===== src/sv/idll_pkg.sv =====
// shared types, constants and helper functions of the indexed doubly linked list
package idll_pkg;

    localparam int MAX_NODES = 64;
    localparam int NODE_W    = 7;
    localparam int MAP_W     = $clog2(MAX_NODES);
    localparam int CNT_W     = $clog2(MAX_NODES);
    localparam int LINK_D    = MAX_NODES + 2;

    localparam logic [NODE_W-1:0] HEAD_IX  = NODE_W'(0);
    localparam logic [NODE_W-1:0] FIRST_IX = NODE_W'(1);
    localparam logic [NODE_W-1:0] TAIL_IX  = NODE_W'(MAX_NODES + 1);
    localparam logic [CNT_W-1:0]  CNT_LAST = CNT_W'(MAX_NODES - 1);

    typedef enum logic [1:0] {
        KIND_INS_BEFORE = 2'd0,
        KIND_INS_AFTER  = 2'd1,
        KIND_REMOVE     = 2'd2,
        KIND_DUMP       = 2'd3
    } t_kind;

    typedef enum logic [2:0] {
        ST_DONE    = 3'd0,
        ST_RM_IGN  = 3'd1,
        ST_INS_REJ = 3'd2,
        ST_ENTRY   = 3'd3,
        ST_EMPTY   = 3'd4
    } t_status;

    // operand sources for table addresses and write data
    typedef enum logic [2:0] {
        SRC_REF     = 3'd0,
        SRC_NEW     = 3'd1,
        SRC_RD_NEXT = 3'd2,
        SRC_RD_PREV = 3'd3,
        SRC_HEAD    = 3'd4
    } t_src;

    typedef struct packed {
        logic    take;
        logic    rd_en;
        t_src    rd_sel;
        logic    nx_we;
        t_src    nx_wa;
        t_src    nx_wd;
        logic    pv_we;
        t_src    pv_wa;
        t_src    pv_wd;
        logic    map_set;
        logic    map_clr;
        logic    cur_load;
        logic    cnt_clr;
        logic    cnt_inc;
        logic    emit;
        logic    emit_cur;
        t_status emit_st;
        logic    emit_last;
    } t_cmd;

    typedef struct packed {
        t_kind kind;
        logic  ins_ok;
        logic  rm_ok;
        logic  nxt_live;
        logic  cnt_last;
        logic  out_free;
    } t_sts;

    // node numbers 1..MAX_NODES are real list members
    function automatic logic node_live(input logic [NODE_W-1:0] v);
        return (v >= FIRST_IX) && (v <= NODE_W'(MAX_NODES));
    endfunction

    function automatic logic [NODE_W-1:0] next_rst(input logic [NODE_W-1:0] a);
        logic [NODE_W-1:0] r;
        r = '0;
        if (a == HEAD_IX) begin
            r = FIRST_IX;
        end else if (a == FIRST_IX) begin
            r = TAIL_IX;
        end
        return r;
    endfunction

    function automatic logic [NODE_W-1:0] prev_rst(input logic [NODE_W-1:0] a);
        logic [NODE_W-1:0] r;
        r = '0;
        if (a == FIRST_IX) begin
            r = HEAD_IX;
        end else if (a == TAIL_IX) begin
            r = FIRST_IX;
        end
        return r;
    endfunction

endpackage


===== src/sv/idll_in_if.sv =====
// command channel of the list block
interface idll_in_if;
    logic                        valid;
    logic                        ready;
    logic [1:0]                  kind;
    logic [idll_pkg::NODE_W-1:0] ref_node;
    logic [idll_pkg::NODE_W-1:0] new_node;

    modport source (output valid, output kind, output ref_node, output new_node, input ready);
    modport sink   (input valid, input kind, input ref_node, input new_node, output ready);
endinterface


===== src/sv/idll_out_if.sv =====
// result channel of the list block
interface idll_out_if;
    logic                        valid;
    logic                        ready;
    logic [idll_pkg::NODE_W-1:0] node_id;
    logic [2:0]                  status;
    logic                        last;

    modport source (output valid, output node_id, output status, output last, input ready);
    modport sink   (input valid, input node_id, input status, input last, output ready);
endinterface


===== src/sv/idll_dp.sv =====
// datapath: link tables, presence map, walk pointer and result register
module idll_dp (
    input  logic                        i_clk,
    input  logic                        i_rst_n,
    input  idll_pkg::t_cmd              i_cmd,
    output idll_pkg::t_sts              o_sts,
    input  logic [1:0]                  i_kind,
    input  logic [idll_pkg::NODE_W-1:0] i_ref_node,
    input  logic [idll_pkg::NODE_W-1:0] i_new_node,
    idll_out_if.source                  o_out
);
    localparam int NW = idll_pkg::NODE_W;

    logic [NW-1:0] r_nx_mem [0:idll_pkg::LINK_D-1];
    logic [NW-1:0] r_pv_mem [0:idll_pkg::LINK_D-1];
    logic [idll_pkg::LINK_D-1:0] r_nx_vld, r_pv_vld;
    logic [idll_pkg::MAX_NODES-1:0] r_map;

    idll_pkg::t_kind r_kind;
    logic [NW-1:0] r_ref, r_new, r_rd_addr, r_nx_q, r_pv_q, r_cur;
    logic          r_nx_vq, r_pv_vq;
    logic [idll_pkg::CNT_W-1:0] r_cnt;

    logic          r_out_vld, r_out_last;
    logic [NW-1:0] r_out_id;
    logic [2:0]    r_out_st;

    logic [NW-1:0] rd_next, rd_prev, rd_addr, nx_wa, nx_wd, pv_wa, pv_wd;
    logic [NW-1:0] ref_m1, new_m1;
    logic          ref_pres, new_pres;

    function automatic logic [NW-1:0] pick(input idll_pkg::t_src s,
                                           input logic [NW-1:0] rf,
                                           input logic [NW-1:0] nw,
                                           input logic [NW-1:0] rn,
                                           input logic [NW-1:0] rp);
        logic [NW-1:0] v;
        case (s)
            idll_pkg::SRC_REF:     v = rf;
            idll_pkg::SRC_NEW:     v = nw;
            idll_pkg::SRC_RD_NEXT: v = rn;
            idll_pkg::SRC_RD_PREV: v = rp;
            idll_pkg::SRC_HEAD:    v = idll_pkg::HEAD_IX;
            default:               v = idll_pkg::HEAD_IX;
        endcase
        return v;
    endfunction

    // entries never written read as their reset links
    assign rd_next = r_nx_vq ? r_nx_q : idll_pkg::next_rst(r_rd_addr);
    assign rd_prev = r_pv_vq ? r_pv_q : idll_pkg::prev_rst(r_rd_addr);

    assign rd_addr = pick(i_cmd.rd_sel, r_ref, r_new, rd_next, rd_prev);
    assign nx_wa   = pick(i_cmd.nx_wa,  r_ref, r_new, rd_next, rd_prev);
    assign nx_wd   = pick(i_cmd.nx_wd,  r_ref, r_new, rd_next, rd_prev);
    assign pv_wa   = pick(i_cmd.pv_wa,  r_ref, r_new, rd_next, rd_prev);
    assign pv_wd   = pick(i_cmd.pv_wd,  r_ref, r_new, rd_next, rd_prev);

    assign ref_m1   = r_ref - NW'(1);
    assign new_m1   = r_new - NW'(1);
    assign ref_pres = idll_pkg::node_live(r_ref) && r_map[ref_m1[idll_pkg::MAP_W-1:0]];
    assign new_pres = r_map[new_m1[idll_pkg::MAP_W-1:0]];

    always_comb begin
        o_sts.kind     = r_kind;
        o_sts.ins_ok   = ref_pres && idll_pkg::node_live(r_new) && !new_pres;
        o_sts.rm_ok    = ref_pres;
        o_sts.nxt_live = idll_pkg::node_live(rd_next);
        o_sts.cnt_last = (r_cnt == idll_pkg::CNT_LAST);
        o_sts.out_free = !r_out_vld || o_out.ready;
    end

    // link tables
    always_ff @(posedge i_clk) begin
        if (i_cmd.nx_we) begin
            r_nx_mem[nx_wa] <= nx_wd;
        end
        if (i_cmd.pv_we) begin
            r_pv_mem[pv_wa] <= pv_wd;
        end
        if (i_cmd.rd_en) begin
            r_nx_q    <= r_nx_mem[rd_addr];
            r_pv_q    <= r_pv_mem[rd_addr];
            r_rd_addr <= rd_addr;
        end
    end

    always_ff @(posedge i_clk) begin
        if (!i_rst_n) begin
            r_nx_vld <= '0;
            r_pv_vld <= '0;
            r_nx_vq  <= 1'b0;
            r_pv_vq  <= 1'b0;
            r_map    <= idll_pkg::MAX_NODES'(1);
        end else begin
            if (i_cmd.rd_en) begin
                r_nx_vq <= r_nx_vld[rd_addr];
                r_pv_vq <= r_pv_vld[rd_addr];
            end
            if (i_cmd.nx_we) begin
                r_nx_vld[nx_wa] <= 1'b1;
            end
            if (i_cmd.pv_we) begin
                r_pv_vld[pv_wa] <= 1'b1;
            end
            if (i_cmd.map_set) begin
                r_map[new_m1[idll_pkg::MAP_W-1:0]] <= 1'b1;
            end
            if (i_cmd.map_clr) begin
                r_map[ref_m1[idll_pkg::MAP_W-1:0]] <= 1'b0;
            end
        end
    end

    // item fields, walk pointer and count
    always_ff @(posedge i_clk) begin
        if (i_cmd.take) begin
            r_kind <= idll_pkg::t_kind'(i_kind);
            r_ref  <= i_ref_node;
            r_new  <= i_new_node;
        end
        if (i_cmd.cur_load) begin
            r_cur <= rd_next;
        end
        if (i_cmd.cnt_clr) begin
            r_cnt <= '0;
        end else if (i_cmd.cnt_inc) begin
            r_cnt <= r_cnt + idll_pkg::CNT_W'(1);
        end
    end

    // result register
    always_ff @(posedge i_clk) begin
        if (!i_rst_n) begin
            r_out_vld <= 1'b0;
        end else if (i_cmd.emit) begin
            r_out_vld <= 1'b1;
        end else if (o_out.ready) begin
            r_out_vld <= 1'b0;
        end
    end

    always_ff @(posedge i_clk) begin
        if (i_cmd.emit) begin
            r_out_id   <= i_cmd.emit_cur ? r_cur : '0;
            r_out_st   <= i_cmd.emit_st;
            r_out_last <= i_cmd.emit_last;
        end
    end

    assign o_out.valid   = r_out_vld;
    assign o_out.node_id = r_out_id;
    assign o_out.status  = r_out_st;
    assign o_out.last    = r_out_last;

endmodule


===== src/sv/idll_ctrl.sv =====
// controller: sequences table reads, writes and the dump walk
module idll_ctrl (
    input  logic           i_clk,
    input  logic           i_rst_n,
    input  logic           i_in_valid,
    output logic           o_in_ready,
    input  idll_pkg::t_sts i_sts,
    output idll_pkg::t_cmd o_cmd
);
    typedef enum logic [6:0] {
        S_IDLE  = 7'b0000001,
        S_CHECK = 7'b0000010,
        S_WR1   = 7'b0000100,
        S_WR2   = 7'b0001000,
        S_RESP  = 7'b0010000,
        S_DHEAD = 7'b0100000,
        S_DEMIT = 7'b1000000
    } t_state;

    t_state r_state, n_state;
    idll_pkg::t_status r_st, n_st;
    logic ins_front, dump_last;

    assign o_in_ready = (r_state == S_IDLE);
    assign ins_front  = (i_sts.kind == idll_pkg::KIND_INS_BEFORE);
    assign dump_last  = !i_sts.nxt_live || i_sts.cnt_last;

    always_comb begin
        n_state = r_state;
        n_st    = r_st;
        o_cmd   = '0;
        case (r_state)
            S_IDLE: begin
                if (i_in_valid) begin
                    o_cmd.take = 1'b1;
                    n_state    = S_CHECK;
                end
            end
            S_CHECK: begin
                case (i_sts.kind)
                    idll_pkg::KIND_DUMP: begin
                        o_cmd.rd_en  = 1'b1;
                        o_cmd.rd_sel = idll_pkg::SRC_HEAD;
                        n_state      = S_DHEAD;
                    end
                    idll_pkg::KIND_REMOVE: begin
                        if (i_sts.rm_ok) begin
                            o_cmd.rd_en  = 1'b1;
                            o_cmd.rd_sel = idll_pkg::SRC_REF;
                            n_state      = S_WR1;
                        end else begin
                            n_st    = idll_pkg::ST_RM_IGN;
                            n_state = S_RESP;
                        end
                    end
                    default: begin
                        if (i_sts.ins_ok) begin
                            o_cmd.rd_en  = 1'b1;
                            o_cmd.rd_sel = idll_pkg::SRC_REF;
                            n_state      = S_WR1;
                        end else begin
                            n_st    = idll_pkg::ST_INS_REJ;
                            n_state = S_RESP;
                        end
                    end
                endcase
            end
            S_WR1: begin
                o_cmd.nx_we = 1'b1;
                o_cmd.pv_we = 1'b1;
                if (i_sts.kind == idll_pkg::KIND_REMOVE) begin
                    // bridge the neighbors of the removed node
                    o_cmd.nx_wa   = idll_pkg::SRC_RD_PREV;
                    o_cmd.nx_wd   = idll_pkg::SRC_RD_NEXT;
                    o_cmd.pv_wa   = idll_pkg::SRC_RD_NEXT;
                    o_cmd.pv_wd   = idll_pkg::SRC_RD_PREV;
                    o_cmd.map_clr = 1'b1;
                    n_st          = idll_pkg::ST_DONE;
                    n_state       = S_RESP;
                end else if (ins_front) begin
                    o_cmd.nx_wa = idll_pkg::SRC_RD_PREV;
                    o_cmd.nx_wd = idll_pkg::SRC_NEW;
                    o_cmd.pv_wa = idll_pkg::SRC_NEW;
                    o_cmd.pv_wd = idll_pkg::SRC_RD_PREV;
                    n_state     = S_WR2;
                end else begin
                    o_cmd.pv_wa = idll_pkg::SRC_RD_NEXT;
                    o_cmd.pv_wd = idll_pkg::SRC_NEW;
                    o_cmd.nx_wa = idll_pkg::SRC_NEW;
                    o_cmd.nx_wd = idll_pkg::SRC_RD_NEXT;
                    n_state     = S_WR2;
                end
            end
            S_WR2: begin
                o_cmd.nx_we   = 1'b1;
                o_cmd.pv_we   = 1'b1;
                o_cmd.map_set = 1'b1;
                if (ins_front) begin
                    o_cmd.nx_wa = idll_pkg::SRC_NEW;
                    o_cmd.nx_wd = idll_pkg::SRC_REF;
                    o_cmd.pv_wa = idll_pkg::SRC_REF;
                    o_cmd.pv_wd = idll_pkg::SRC_NEW;
                end else begin
                    o_cmd.pv_wa = idll_pkg::SRC_NEW;
                    o_cmd.pv_wd = idll_pkg::SRC_REF;
                    o_cmd.nx_wa = idll_pkg::SRC_REF;
                    o_cmd.nx_wd = idll_pkg::SRC_NEW;
                end
                n_st    = idll_pkg::ST_DONE;
                n_state = S_RESP;
            end
            S_RESP: begin
                if (i_sts.out_free) begin
                    o_cmd.emit      = 1'b1;
                    o_cmd.emit_st   = r_st;
                    o_cmd.emit_last = 1'b1;
                    n_state         = S_IDLE;
                end
            end
            S_DHEAD: begin
                if (i_sts.nxt_live) begin
                    o_cmd.cur_load = 1'b1;
                    o_cmd.cnt_clr  = 1'b1;
                    o_cmd.rd_en    = 1'b1;
                    o_cmd.rd_sel   = idll_pkg::SRC_RD_NEXT;
                    n_state        = S_DEMIT;
                end else begin
                    n_st    = idll_pkg::ST_EMPTY;
                    n_state = S_RESP;
                end
            end
            S_DEMIT: begin
                if (i_sts.out_free) begin
                    o_cmd.emit      = 1'b1;
                    o_cmd.emit_cur  = 1'b1;
                    o_cmd.emit_st   = idll_pkg::ST_ENTRY;
                    o_cmd.emit_last = dump_last;
                    if (dump_last) begin
                        n_state = S_IDLE;
                    end else begin
                        o_cmd.cur_load = 1'b1;
                        o_cmd.cnt_inc  = 1'b1;
                        o_cmd.rd_en    = 1'b1;
                        o_cmd.rd_sel   = idll_pkg::SRC_RD_NEXT;
                    end
                end
            end
            default: begin
                n_state = S_IDLE;
            end
        endcase
    end

    always_ff @(posedge i_clk) begin
        if (!i_rst_n) begin
            r_state <= S_IDLE;
            r_st    <= idll_pkg::ST_DONE;
        end else begin
            r_state <= n_state;
            r_st    <= n_st;
        end
    end

endmodule


===== src/sv/indexed_doubly_linked_list.sv =====
// top level of the indexed doubly linked list of node numbers
//
// channel  dir  fields                          transfer when
// i_in     in   kind, ref_node, new_node        i_in.valid && i_in.ready
// o_out    out  node_id, status, last           o_out.valid && o_out.ready
//
// an insert loads its result after a check with table read, two write steps and the
// result step; a remove after check, one write step and result; a rejected insert or
// ignored removal after check and result; a dump reads the head, then loads one entry
// per member; an empty dump loads its single result after check and head read
// the link tables have one write port each, which sets the two write steps of an insert
// a dump walks the next table one read per node, stalled while the result is held
// reset leaves the list holding node 1 alone; no clearing pass, table entries
// never written read as their reset links through per-entry valid bits
// a new command transfers in the cycle after the previous one has placed its last
// result in the output register, even if that result is still waiting
module indexed_doubly_linked_list (
    input  logic       i_clk,
    input  logic       i_rst_n,
    idll_in_if.sink    i_in,
    idll_out_if.source o_out
);
    idll_pkg::t_cmd cmd;
    idll_pkg::t_sts sts;
    logic           in_ready;

    // controller only sees handshake and status, the datapath commands and item fields
    idll_ctrl u_ctrl (
        .i_clk      (i_clk),
        .i_rst_n    (i_rst_n),
        .i_in_valid (i_in.valid),
        .o_in_ready (in_ready),
        .i_sts      (sts),
        .o_cmd      (cmd)
    );

    idll_dp u_dp (
        .i_clk      (i_clk),
        .i_rst_n    (i_rst_n),
        .i_cmd      (cmd),
        .o_sts      (sts),
        .i_kind     (i_in.kind),
        .i_ref_node (i_in.ref_node),
        .i_new_node (i_in.new_node),
        .o_out      (o_out)
    );

    // one command in flight at a time
    assign i_in.ready = in_ready;

endmodule

===== src/flat_wrapper.sv =====
// flat-port wrapper written by rule: the top's interface ports become plain ports
module indexed_doubly_linked_list_flat 
  (i_clk, i_rst_n, i_in_valid, i_in_kind, i_in_ref_node, i_in_new_node, i_in_ready, o_out_valid, o_out_node_id, o_out_status, o_out_last, o_out_ready);
  idll_in_if i_in_i ();
  idll_out_if o_out_i ();
  input  logic i_clk;
  input  logic i_rst_n;
  input wire logic [$bits(i_in_i.valid)-1:0] i_in_valid;
  input wire logic [$bits(i_in_i.kind)-1:0] i_in_kind;
  input wire logic [$bits(i_in_i.ref_node)-1:0] i_in_ref_node;
  input wire logic [$bits(i_in_i.new_node)-1:0] i_in_new_node;
  output wire logic [$bits(i_in_i.ready)-1:0] i_in_ready;
  output wire logic [$bits(o_out_i.valid)-1:0] o_out_valid;
  output wire logic [$bits(o_out_i.node_id)-1:0] o_out_node_id;
  output wire logic [$bits(o_out_i.status)-1:0] o_out_status;
  output wire logic [$bits(o_out_i.last)-1:0] o_out_last;
  input wire logic [$bits(o_out_i.ready)-1:0] o_out_ready;
  assign i_in_i.valid = i_in_valid;
  assign i_in_i.kind = i_in_kind;
  assign i_in_i.ref_node = i_in_ref_node;
  assign i_in_i.new_node = i_in_new_node;
  assign i_in_ready = i_in_i.ready;
  assign o_out_valid = o_out_i.valid;
  assign o_out_node_id = o_out_i.node_id;
  assign o_out_status = o_out_i.status;
  assign o_out_last = o_out_i.last;
  assign o_out_i.ready = o_out_ready;
  indexed_doubly_linked_list u_core (.i_clk(i_clk), .i_rst_n(i_rst_n), .i_in(i_in_i), .o_out(o_out_i));
endmodule

===== config.mk =====
export PLATFORM = sky130hd
export DESIGN_NAME = indexed_doubly_linked_list_flat
export DESIGN_NICKNAME = d
export VERILOG_FILES = /design/src/sv/idll_pkg.sv /design/src/sv/idll_in_if.sv /design/src/sv/idll_out_if.sv /design/src/sv/idll_dp.sv /design/src/sv/idll_ctrl.sv /design/src/sv/indexed_doubly_linked_list.sv /design/src/flat_wrapper.sv
export SDC_FILE = /design/constraint.sdc
export NUM_CORES = 1
export LEC_CHECK = 0
export ABC_AREA = 1
export BUFFER_PORTS_ARGS = -buffer_cell sky130_fd_sc_hd__buf_2
export CORE_AREA = 2 2 379 343
export DETAILED_ROUTE_END_ITERATION = 8
export DIE_AREA = 0 0 381 345
export HOLD_SLACK_MARGIN = 0.06
export SETUP_SLACK_MARGIN = 0.02
export SLEW_MARGIN = 10
export SYNTH_ARGS = -nofsm -noshare
export SYNTH_HDL_FRONTEND = slang
export SYNTH_SLANG_ARGS = --single-unit

===== constraint.sdc =====
create_clock -name i_clk -period 3.32 [get_ports i_clk]
set_input_delay 0.83 -clock i_clk [delete_from_list [all_inputs] [get_ports i_clk]]
set_output_delay 0.83 -clock i_clk [all_outputs]
set_load 0.005 [all_outputs]

Word-level counts from Yosys, hierarchy flattened
Memories as Yosys holds them, arrays and structs flattened. A register that Yosys moved wholly into a read port is not among the register bits.
Cells that the tools add are included.
{"block": "classes", "mux": 83, "n_eq_ne": 36, "n_reduce_logical": 26, "add_sub_neg": 3, "n_bitwise": 5, "n_lt_le_gt_ge": 15}
{"cell": "$mux W64", "n": 3}
{"cell": "$pmux W7 S4", "n": 5}
{"cell": "$or A66 B66 Y66", "n": 2}
{"cell": "$mux W7", "n": 10}
{"cell": "$and A64 B64 Y64", "n": 1}
{"cell": "$not A64 Y64", "n": 1}
{"cell": "$or A64 B64 Y64", "n": 1}
{"cell": "$pmux W7 S7", "n": 1}
{"cell": "$ge A7 B1 Y1 const B", "n": 5}
{"cell": "$mux W5", "n": 7}
{"cell": "$mux W4", "n": 8}
{"cell": "$eq A3 B2 Y1 const B", "n": 10}
{"cell": "$pmux W14 S2", "n": 1}
{"cell": "$mux W1", "n": 27}
{"cell": "$lt A7 B8 Y1 const B", "n": 3}
{"cell": "$le A7 B7 Y1 const B", "n": 3}
{"cell": "$pmux W4 S2", "n": 2}
{"cell": "$eq A3 B1 Y1 const B", "n": 5}
{"cell": "$logic_not A3 Y1", "n": 5}
{"cell": "$bmux W1 S7", "n": 2}
{"cell": "$demux W1 S7", "n": 2}
{"cell": "$eq A7 B1 Y1 const B", "n": 2}
{"cell": "$eq A7 B7 Y1 const B", "n": 2}
{"cell": "$lt A6 B7 Y1 const B", "n": 2}
{"cell": "31 further kinds", "n": 58}
{"block": "totals", "n_memories": 2, "register_bits": 256, "output_inout_bits": 13, "ramBits": 924}
{"name": "u_core.u_dp.r_nx_mem", "depth": 66, "word_bits": 7, "read_ports": 1, "rd_clocked_by_memory_dff": 1, "wr": 1, "line": "idll_dp.sv:14", "source": "logic [NW-1:0] r_nx_mem [0:idll_pkg::LINK_D-1];"}
{"name": "u_core.u_dp.r_pv_mem", "depth": 66, "word_bits": 7, "read_ports": 1, "rd_clocked_by_memory_dff": 1, "wr": 1, "line": "idll_dp.sv:15", "source": "logic [NW-1:0] r_pv_mem [0:idll_pkg::LINK_D-1];"}

Longest topological paths before layout
{"block": "logic_depth", "word_depth": 15, "ltp_mapped": 26, "ltp_nobuf": 23}

Modules after synthesis
A second synthesis with hierarchy kept.
{"block": "hier_totals", "hier_cells": 4998, "hier_area_um2": 51572.0}
{"module": "idll_dp", "instances": 1, "area_per_inst_um2": 50739.9, "cells_each": 4855, "seq_area_each_um2": 33502.1}
{"module": "idll_ctrl", "instances": 1, "area_per_inst_um2": 832.0, "cells_each": 143, "seq_area_each_um2": 200.2}

Least setup slack after synthesis
No wires, ideal clock.
{"block": "synth_timing", "path_kind": "register -> register", "startpoint": "register u_core.u_ctrl.r_state[0]", "endpoint": "memory u_core.u_dp.r_pv_mem[22][0] in the netlist's numbering (enable)", "setup_ns": 0.368, "t_arrival_ns": 3.031, "path_stages_with_launch": 16, "slack_ns": -0.078, "period_less_slack_ns": 3.398, "path_buffers": 0, "path_cell_list": "dfxtp_1 > nor2_1 > inv_2 > nor4_2 > o21ai_1 > a21oi_1 > inv_1 > nor2_1 > nor3_1 > inv_1 > nand2_1 > nor2_1 > inv_1 > nor2_1 > inv_2 > nor2_1"}
{"block": "synth_between", "elab_chain_cells": 4}
{"item": "from (decl)", "line": "idll_ctrl.sv:20", "source": "t_state r_state, n_state;"}
{"item": "from (signal assigned)", "line": "idll_ctrl.sv:159", "source": "r_state <= n_state;"}
{"item": "$eq A7 B4 Y1 or $eq A7 B3 Y1 (tied branches)", "line": "idll_ctrl.sv:32", "source": "case (r_state)"}
{"item": "$pmux W14 S2 (*)", "line": "idll_ctrl.sv:32"}
{"item": "$eq A3 B2 Y1, or another cell as far along", "line": "idll_dp.sv:38", "source": "case (s)"}
{"item": "$pmux W7 S4 or $mux W1 (tied branches)", "line": "idll_dp.sv:38, idll_dp.sv:79"}
{"item": "to (decl)", "line": "idll_dp.sv:15"}
Every way passes the cells marked *; elsewhere a longest branch is shown, timed or not.

Final worst setup path
{"block": "layout_timing", "startpoint": "register u_core.u_dp.r_rd_addr[2]", "endpoint": "register u_core.u_dp.r_nx_q[1] (read register of u_core.u_dp.r_nx_mem) (data pin)"}
{"block": "layout_between", "elab_chain_cells": 13}
{"item": "from (decl)", "line": "idll_dp.sv:20", "source": "logic [NW-1:0] r_ref, r_new, r_rd_addr, r_nx_q, r_pv_q, r_cur;"}
{"item": "from (signal assigned)", "line": "idll_dp.sv:84", "source": "r_rd_addr <= rd_addr;"}
{"item": "$eq A7 B1 Y1", "line": "idll_pkg.sv:79", "source": "end else if (a == FIRST_IX) begin"}
{"item": "$mux W7", "line": "idll_pkg.sv:79"}
{"item": "$mux W7 (*)", "line": "idll_pkg.sv:77", "source": "if (a == HEAD_IX) begin"}
{"item": "$mux W7 (*)", "line": "idll_dp.sv:50", "source": "assign rd_next = r_nx_vq ? r_nx_q : idll_pkg::next_rst(r_rd_addr);"}
{"item": "via u_core.u_dp.rd_next[6]", "line": "idll_dp.sv:28", "source": "logic [NW-1:0] rd_next, rd_prev, rd_addr, nx_wa, nx_wd, pv_wa, pv_wd;"}
{"item": "$ge A7 B1 Y1 or $le A7 B7 Y1 (tied branches)", "line": "idll_pkg.sv:71", "source": "return (v >= FIRST_IX) && (v <= NODE_W'(MAX_NODES));"}
{"item": "$logic_and A1 B1 Y1", "line": "idll_pkg.sv:71"}
{"item": "$logic_not A1 Y1", "line": "idll_ctrl.sv:26", "source": "assign dump_last = !i_sts.nxt_live || i_sts.cnt_last;"}
{"item": "$logic_or A1 B1 Y1", "line": "idll_ctrl.sv:26"}
{"item": "$mux W4", "line": "idll_ctrl.sv:138", "source": "if (dump_last) begin"}
{"item": "$mux W4", "line": "idll_ctrl.sv:133", "source": "if (i_sts.out_free) begin"}
{"item": "$pmux W4 S3", "line": "idll_ctrl.sv:32"}
{"item": "$eq A3 B2 Y1, or another cell as far along", "line": "idll_dp.sv:38"}
{"item": "$pmux W7 S4", "line": "idll_dp.sv:38"}
{"item": "to (decl)", "line": "idll_dp.sv:20"}
Mark *: on every way through the listed nets, which the timed path passes. The rest lies on a longest branch.
A chain may end at the register's enable or synchronous reset.

==> results.sh <==
export IMPL_placed_cells=6906
export IMPL_total_power_uw=38500
export IMPL_internal_power_uw=27300
export IMPL_worstSetupPathType="reg2reg"
export IMPL_ys_async_sr_fraction_pct=0
export IMPL_critical_path_reg2reg_startpoint="u_core.u_dp.r_rd_addr[2]$_DFFE_PP_"
export IMPL_syn2layout_area_growth_pct=24.7
export IMPL_synth_warnings=0
export IMPL_hp_class="in2reg"
export IMPL_boundaryPins=33
export IMPL_timing_slew_headroom_pct=36.4
export IMPL_synth_edff_count=979
export IMPL_skew_ns=0.0343
export IMPL_rsz0062_at_grt="true"
export IMPL_final_antenna_net_count=0
export IMPL_port_buffers=32
export IMPL_floorplan_die_area_um2=131000
export IMPL_clock_sink_count=1194
export IMPL_post_synth_main_area_contributors="sky130_fd_sc_hd__edfxtp_1 58%, sky130_fd_sc_hd__dfxtp_1 8.5%, sky130_fd_sc_hd__nor2_1 6.3%"
export IMPL_final_hold_viol_count=0
export IMPL_synthesized_area_per_cell_um2=10.3
export IMPL_run_status="completed"
export IMPL_endpoint_kind="register"
export IMPL_finalSetupTns_ns=0
export IMPL_core_ar_um2=128000
export IMPL_worst_endpoint_data_arrival_time_ns=3.83
export IMPL_initial_antenna_violation_count=1
export IMPL_power_leakage_uw=0.0237
export IMPL_global_route_usage_total_pct=22.0
export IMPL_ys_ff_latch=1194
export IMPL_report_final_slew_viol_count=0
export IMPL_globalRouteOverflowTotal=0
export IMPL_synth_area_um2=50600
export IMPL_worst_path_max_fanout=42
export IMPL_die_height_um=345
export IMPL_worst_slew_pin_slew_ns=0.954
export IMPL_hpwl_after_detailed_placement_um=93200
export IMPL_syn_instance_count=4914
export IMPL_critPathLaunchType="register"
export IMPL_critical_path_slowest_cell="sky130_fd_sc_hd__edfxtp_1"
export IMPL_count_of_routing_violations_after_the_opening_detailed_route_iteration=4214
export IMPL_irDropWorstVdd_mv=0.461
export IMPL_critical_path_top_cell_by_count="sky130_fd_sc_hd__nand2_1"
export IMPL_gp_congestion=0.967
export IMPL_routed_wirelength_um=152000
export IMPL_post_synth_num_cell_types=48
export IMPL_max_buffers_root_to_sink=3
export IMPL_synth_seq_area_share_pct=66.5
export IMPL_r2r_end="u_core.u_dp.r_nx_q[1]$_DFFE_PP_"
export IMPL_grt_first_pass_wirelength_um=222000
export IMPL_path_clk_slew_ns=0.06
export IMPL_vias=38000
export IMPL_cts_htree_levels=3
export IMPL_period_minus_slack_ns=3.32
export IMPL_final_min_period_over_clock_period_pct=99.9
export IMPL_route_detailed_vias_per_inst=5.26
export IMPL_pin_count_of_the_biggest_net_entering_global_routing=77
export IMPL_fmax_mhz=301
export IMPL_p_sw_share_pct=29.1
export IMPL_length_in_cells_of_the_worst_reg_to_reg_path=21
export IMPL_p_clk_share_pct=35.4
export IMPL_tritoncts="done"
export IMPL_power_per_cell_area_nw_per_um2=609
export IMPL_drcViolationCount=0
export IMPL_critical_path_max_stage_delay_ns=0.44
export IMPL_final_layout_size_suffix_gt1_share_pct=20.3
export IMPL_reg2reg_slack_ns=0.003
export IMPL_n_antenna_cell=0
export IMPL_finalNonFillerCells=7226
export IMPL_rows=125
export IMPL_comb_power_share_pct=21.0
export IMPL_crit_start="u_core.u_dp.r_rd_addr[2]$_DFFE_PP_"
export IMPL_final_routed_wire_length_divided_by_cell_count_um=21.0
export IMPL_synthFlopType="sky130_fd_sc_hd__edfxtp_1"
export IMPL_grt_pass1_vias=35600
export IMPL_detailedRoute_firstPassIterationCount=5
export IMPL_floorplan_initialDensity_pct=39.6
export IMPL_final_setup_viol_count=0
export IMPL_layout_setup_ws_ns=0.00309
export IMPL_cp_cell_sequence="nor2_4 -> nand3_4 -> o21ai_4 -> nand2_4 -> nand3_4 -> nand4_1 -> buf_6 -> nand2_8 -> buf_8 -> inv_16 -> buf_12 -> o21ai_0 -> o22ai_1 -> nand2_1 -> nand3_1 -> nand2_1 -> nand2_1 -> inv_2 -> nand2_1 -> nand2_1 -> nand2_1"
export IMPL_pre_cts_slack_ns=-0.348
export IMPL_synthDominantAreaCellType="sky130_fd_sc_hd__edfxtp_1"
export IMPL_worst_endpoint_required_ns=3.83
export IMPL_power_sequential_fraction_pct=43.6
export IMPL_timing_critical_path_to="u_core.u_dp.r_nx_q[1]$_DFFE_PP_"
export IMPL_cts_buffers=121
export IMPL_die_width_um=381
export IMPL_count_of_nets_after_finishing=5431
export IMPL_root_buffer="sky130_fd_sc_hd__clkbuf_16"
export IMPL_clock_insertion_delay_worst_skew_ns=0.76
export IMPL_hold_buffers=0
export IMPL_synth_fp_nets=4941
export IMPL_layout_core_utilization_pct=49.4
export IMPL_netSwitchingPower_uw=11200
export IMPL_yosysTopAreaCellShare_pct=58.0
export IMPL_maxCapViolations=0
how the worst min path moves through the flow:
| stage | start | to | slack (ns) | cells after the start |
|---|---|---|---|---|
| 3_3_place_gp | u_core.u_dp.r_pv_vld[40]$_SDFFE_PN0P_ | u_core.u_dp.r_pv_vld[40]$_SDFFE_PN0P_ | 0.44 | 2 |
| 3_5_place_dp | u_core.u_dp.r_nx_vld[14]$_SDFFE_PN0P_ | u_core.u_dp.r_nx_vld[14]$_SDFFE_PN0P_ | 0.45 | 2 |
| 4_1_cts | i_in_ref_node[1] | u_core.u_dp.r_ref[1]$_DFFE_PP_ | 0.22 | 1 |
| 2_1_floorplan | u_core.u_dp.r_nx_vld[10]$_SDFFE_PN0P_ | u_core.u_dp.r_nx_vld[10]$_SDFFE_PN0P_ | 0.43 | 2 |
| 5_1_grt | i_in_ref_node[1] | u_core.u_dp.r_ref[1]$_DFFE_PP_ | 0.23 | 1 |
| 6_report | i_in_kind[1] | u_core.u_dp.r_kind[1]$_DFFE_PP_ | 0.27 | 1 |
area by class of cell:
cell class	count	area [um^2]
clock buffers	171	3390
flip-flops and latches	1194	33700
inverters	523	2060
multi-input cells	2950	14800
fillers	11600	64800
repair buffers	614	6490
well taps	1714	2140
clock inverters	60	593
stage by stage:
| stage | hold WS [ns] | instance area [um^2] |
|---|---|---|
| 2_1_floorplan | 0.431 | 50800 |
| 6_report | 0.268 | 63200 |
| 3_5_place_dp | 0.449 | 56800 |
| 3_3_place_gp | 0.440 | 56800 |
| 4_1_cts | 0.224 | 61100 |
| 5_1_grt | 0.233 | 63200 |
sequential cells by signal, summed over array words and instances (netlist names):
| register | flops |
|---|---|
| u_core.u_dp.r_cnt | 6 |
| u_core.u_dp.r_rd_addr | 7 |
| u_core.u_dp.r_nx_vq | 1 |
| u_core.u_dp.r_pv_vq | 1 |
| u_core.u_dp.r_pv_mem | 462 |
| u_core.u_dp.r_kind | 2 |
| u_core.u_dp.r_new | 7 |
| u_core.u_ctrl.r_st | 3 |
| u_core.u_dp.o_out.status | 3 |
| u_core.u_dp.o_out.node_id | 7 |
| u_core.u_dp.r_pv_vld | 66 |
| u_core.u_dp.r_ref | 7 |
| u_core.u_dp.o_out.last | 1 |
| u_core.u_dp.r_nx_q | 7 |
| u_core.u_dp.o_out.valid | 1 |
| u_core.u_dp.r_map | 64 |
| u_core.u_dp.r_cur | 7 |
| u_core.u_ctrl.r_state | 7 |
| u_core.u_dp.r_nx_vld | 66 |
| u_core.u_dp.r_nx_mem | 462 |
| u_core.u_dp.r_pv_q | 7 |
cell families after synthesis:
kind of cell	share of synthesized area, %
xor gates and xnor gates	0.104
AOI/OAI and AO/OA	9.91
buffers and inverters	6.32
DFF	66.5
and+or+nand+nor	17.0
adders and majority gates	0.173
Yosys cell counts (all sizes together) (78+ instances only):
cell / count
inv: 523
o21ai: 394
o22ai: 78
nor2: 855
edfxtp: 979
a21oi: 220
nand2: 695
buf: 164
dfxtp: 215
o211ai: 124
clkbuf: 83
nand3: 382
worst max-delay path: cells and delay by family, from the launching register on:
kind	cells	cell delay (ns)
flops	1	0.44
compound gates	3	0.55
simple gates	13	1.37
buf+inv	5	0.66
routing by layer:
layer,GRT usage [%],wire length (um),up-vias
met1,31.9,67100,18400
met3,3.53,11600,247
met4,5.42,3580,0
met5,0,0,-
met2,34.4,69700,1515
li1,-,-,17900
power by group through the flow:
stage,clock network (uW),registers (uW),logic [uW]
after floorplan,0,17100,3820
after global placement,0,17100,6970
after detailed placement,0,17100,7020
after CTS,13900,16800,7210
after global routing,14400,16800,8650
final,13600,16800,8070
cell usage in the layout, fill, tap and decap left out, types with 7 or more instances in the layout:
cell type	netlist	layout
sky130_fd_sc_hd__buf_4	27	417
sky130_fd_sc_hd__clkbuf_16	0	140
sky130_fd_sc_hd__nand2_2	4	34
sky130_fd_sc_hd__buf_12	0	101
sky130_fd_sc_hd__nand3b_1	24	24
sky130_fd_sc_hd__o21ai_0	356	326
sky130_fd_sc_hd__clkinvlp_4	0	18
sky130_fd_sc_hd__nor2_4	3	28
sky130_fd_sc_hd__clkinv_2	0	20
sky130_fd_sc_hd__dfxtp_1	215	213
sky130_fd_sc_hd__nand2_1	689	652
sky130_fd_sc_hd__buf_16	0	11
sky130_fd_sc_hd__a21oi_1	220	211
sky130_fd_sc_hd__clkinv_1	0	18
sky130_fd_sc_hd__clkbuf_8	0	15
sky130_fd_sc_hd__inv_1	505	456
sky130_fd_sc_hd__nand2_4	2	7
sky130_fd_sc_hd__o21ai_1	37	63
sky130_fd_sc_hd__o22ai_1	78	77
sky130_fd_sc_hd__nor3_2	1	13
sky130_fd_sc_hd__buf_2	106	32
sky130_fd_sc_hd__bufinv_16	0	8
sky130_fd_sc_hd__edfxtp_1	979	979
sky130_fd_sc_hd__nor2_1	847	767
sky130_fd_sc_hd__clkbuf_1	83	34
sky130_fd_sc_hd__a211oi_1	19	18
sky130_fd_sc_hd__inv_2	18	46
sky130_fd_sc_hd__nand3_2	3	57
sky130_fd_sc_hd__nor2_2	5	60
sky130_fd_sc_hd__o21bai_1	16	15
sky130_fd_sc_hd__a21oi_2	0	9
sky130_fd_sc_hd__o211ai_1	124	124
sky130_fd_sc_hd__nand4_1	16	16
sky130_fd_sc_hd__or2_2	19	19
sky130_fd_sc_hd__nand3_4	1	7
sky130_fd_sc_hd__buf_6	10	31
sky130_fd_sc_hd__nand3_1	378	318
sky130_fd_sc_hd__nor3_1	52	38
repair_timing:
item / CTS / global route
gates cloned: 2 / 21
pin swaps: 11 / 99
gates resized for setup: 40 / 298
setup buffers: 14 / 53
hold endpoints to repair: 0 / 0
setup endpoints to repair: 412 / 1018
(Power assumes the default switching activity.)
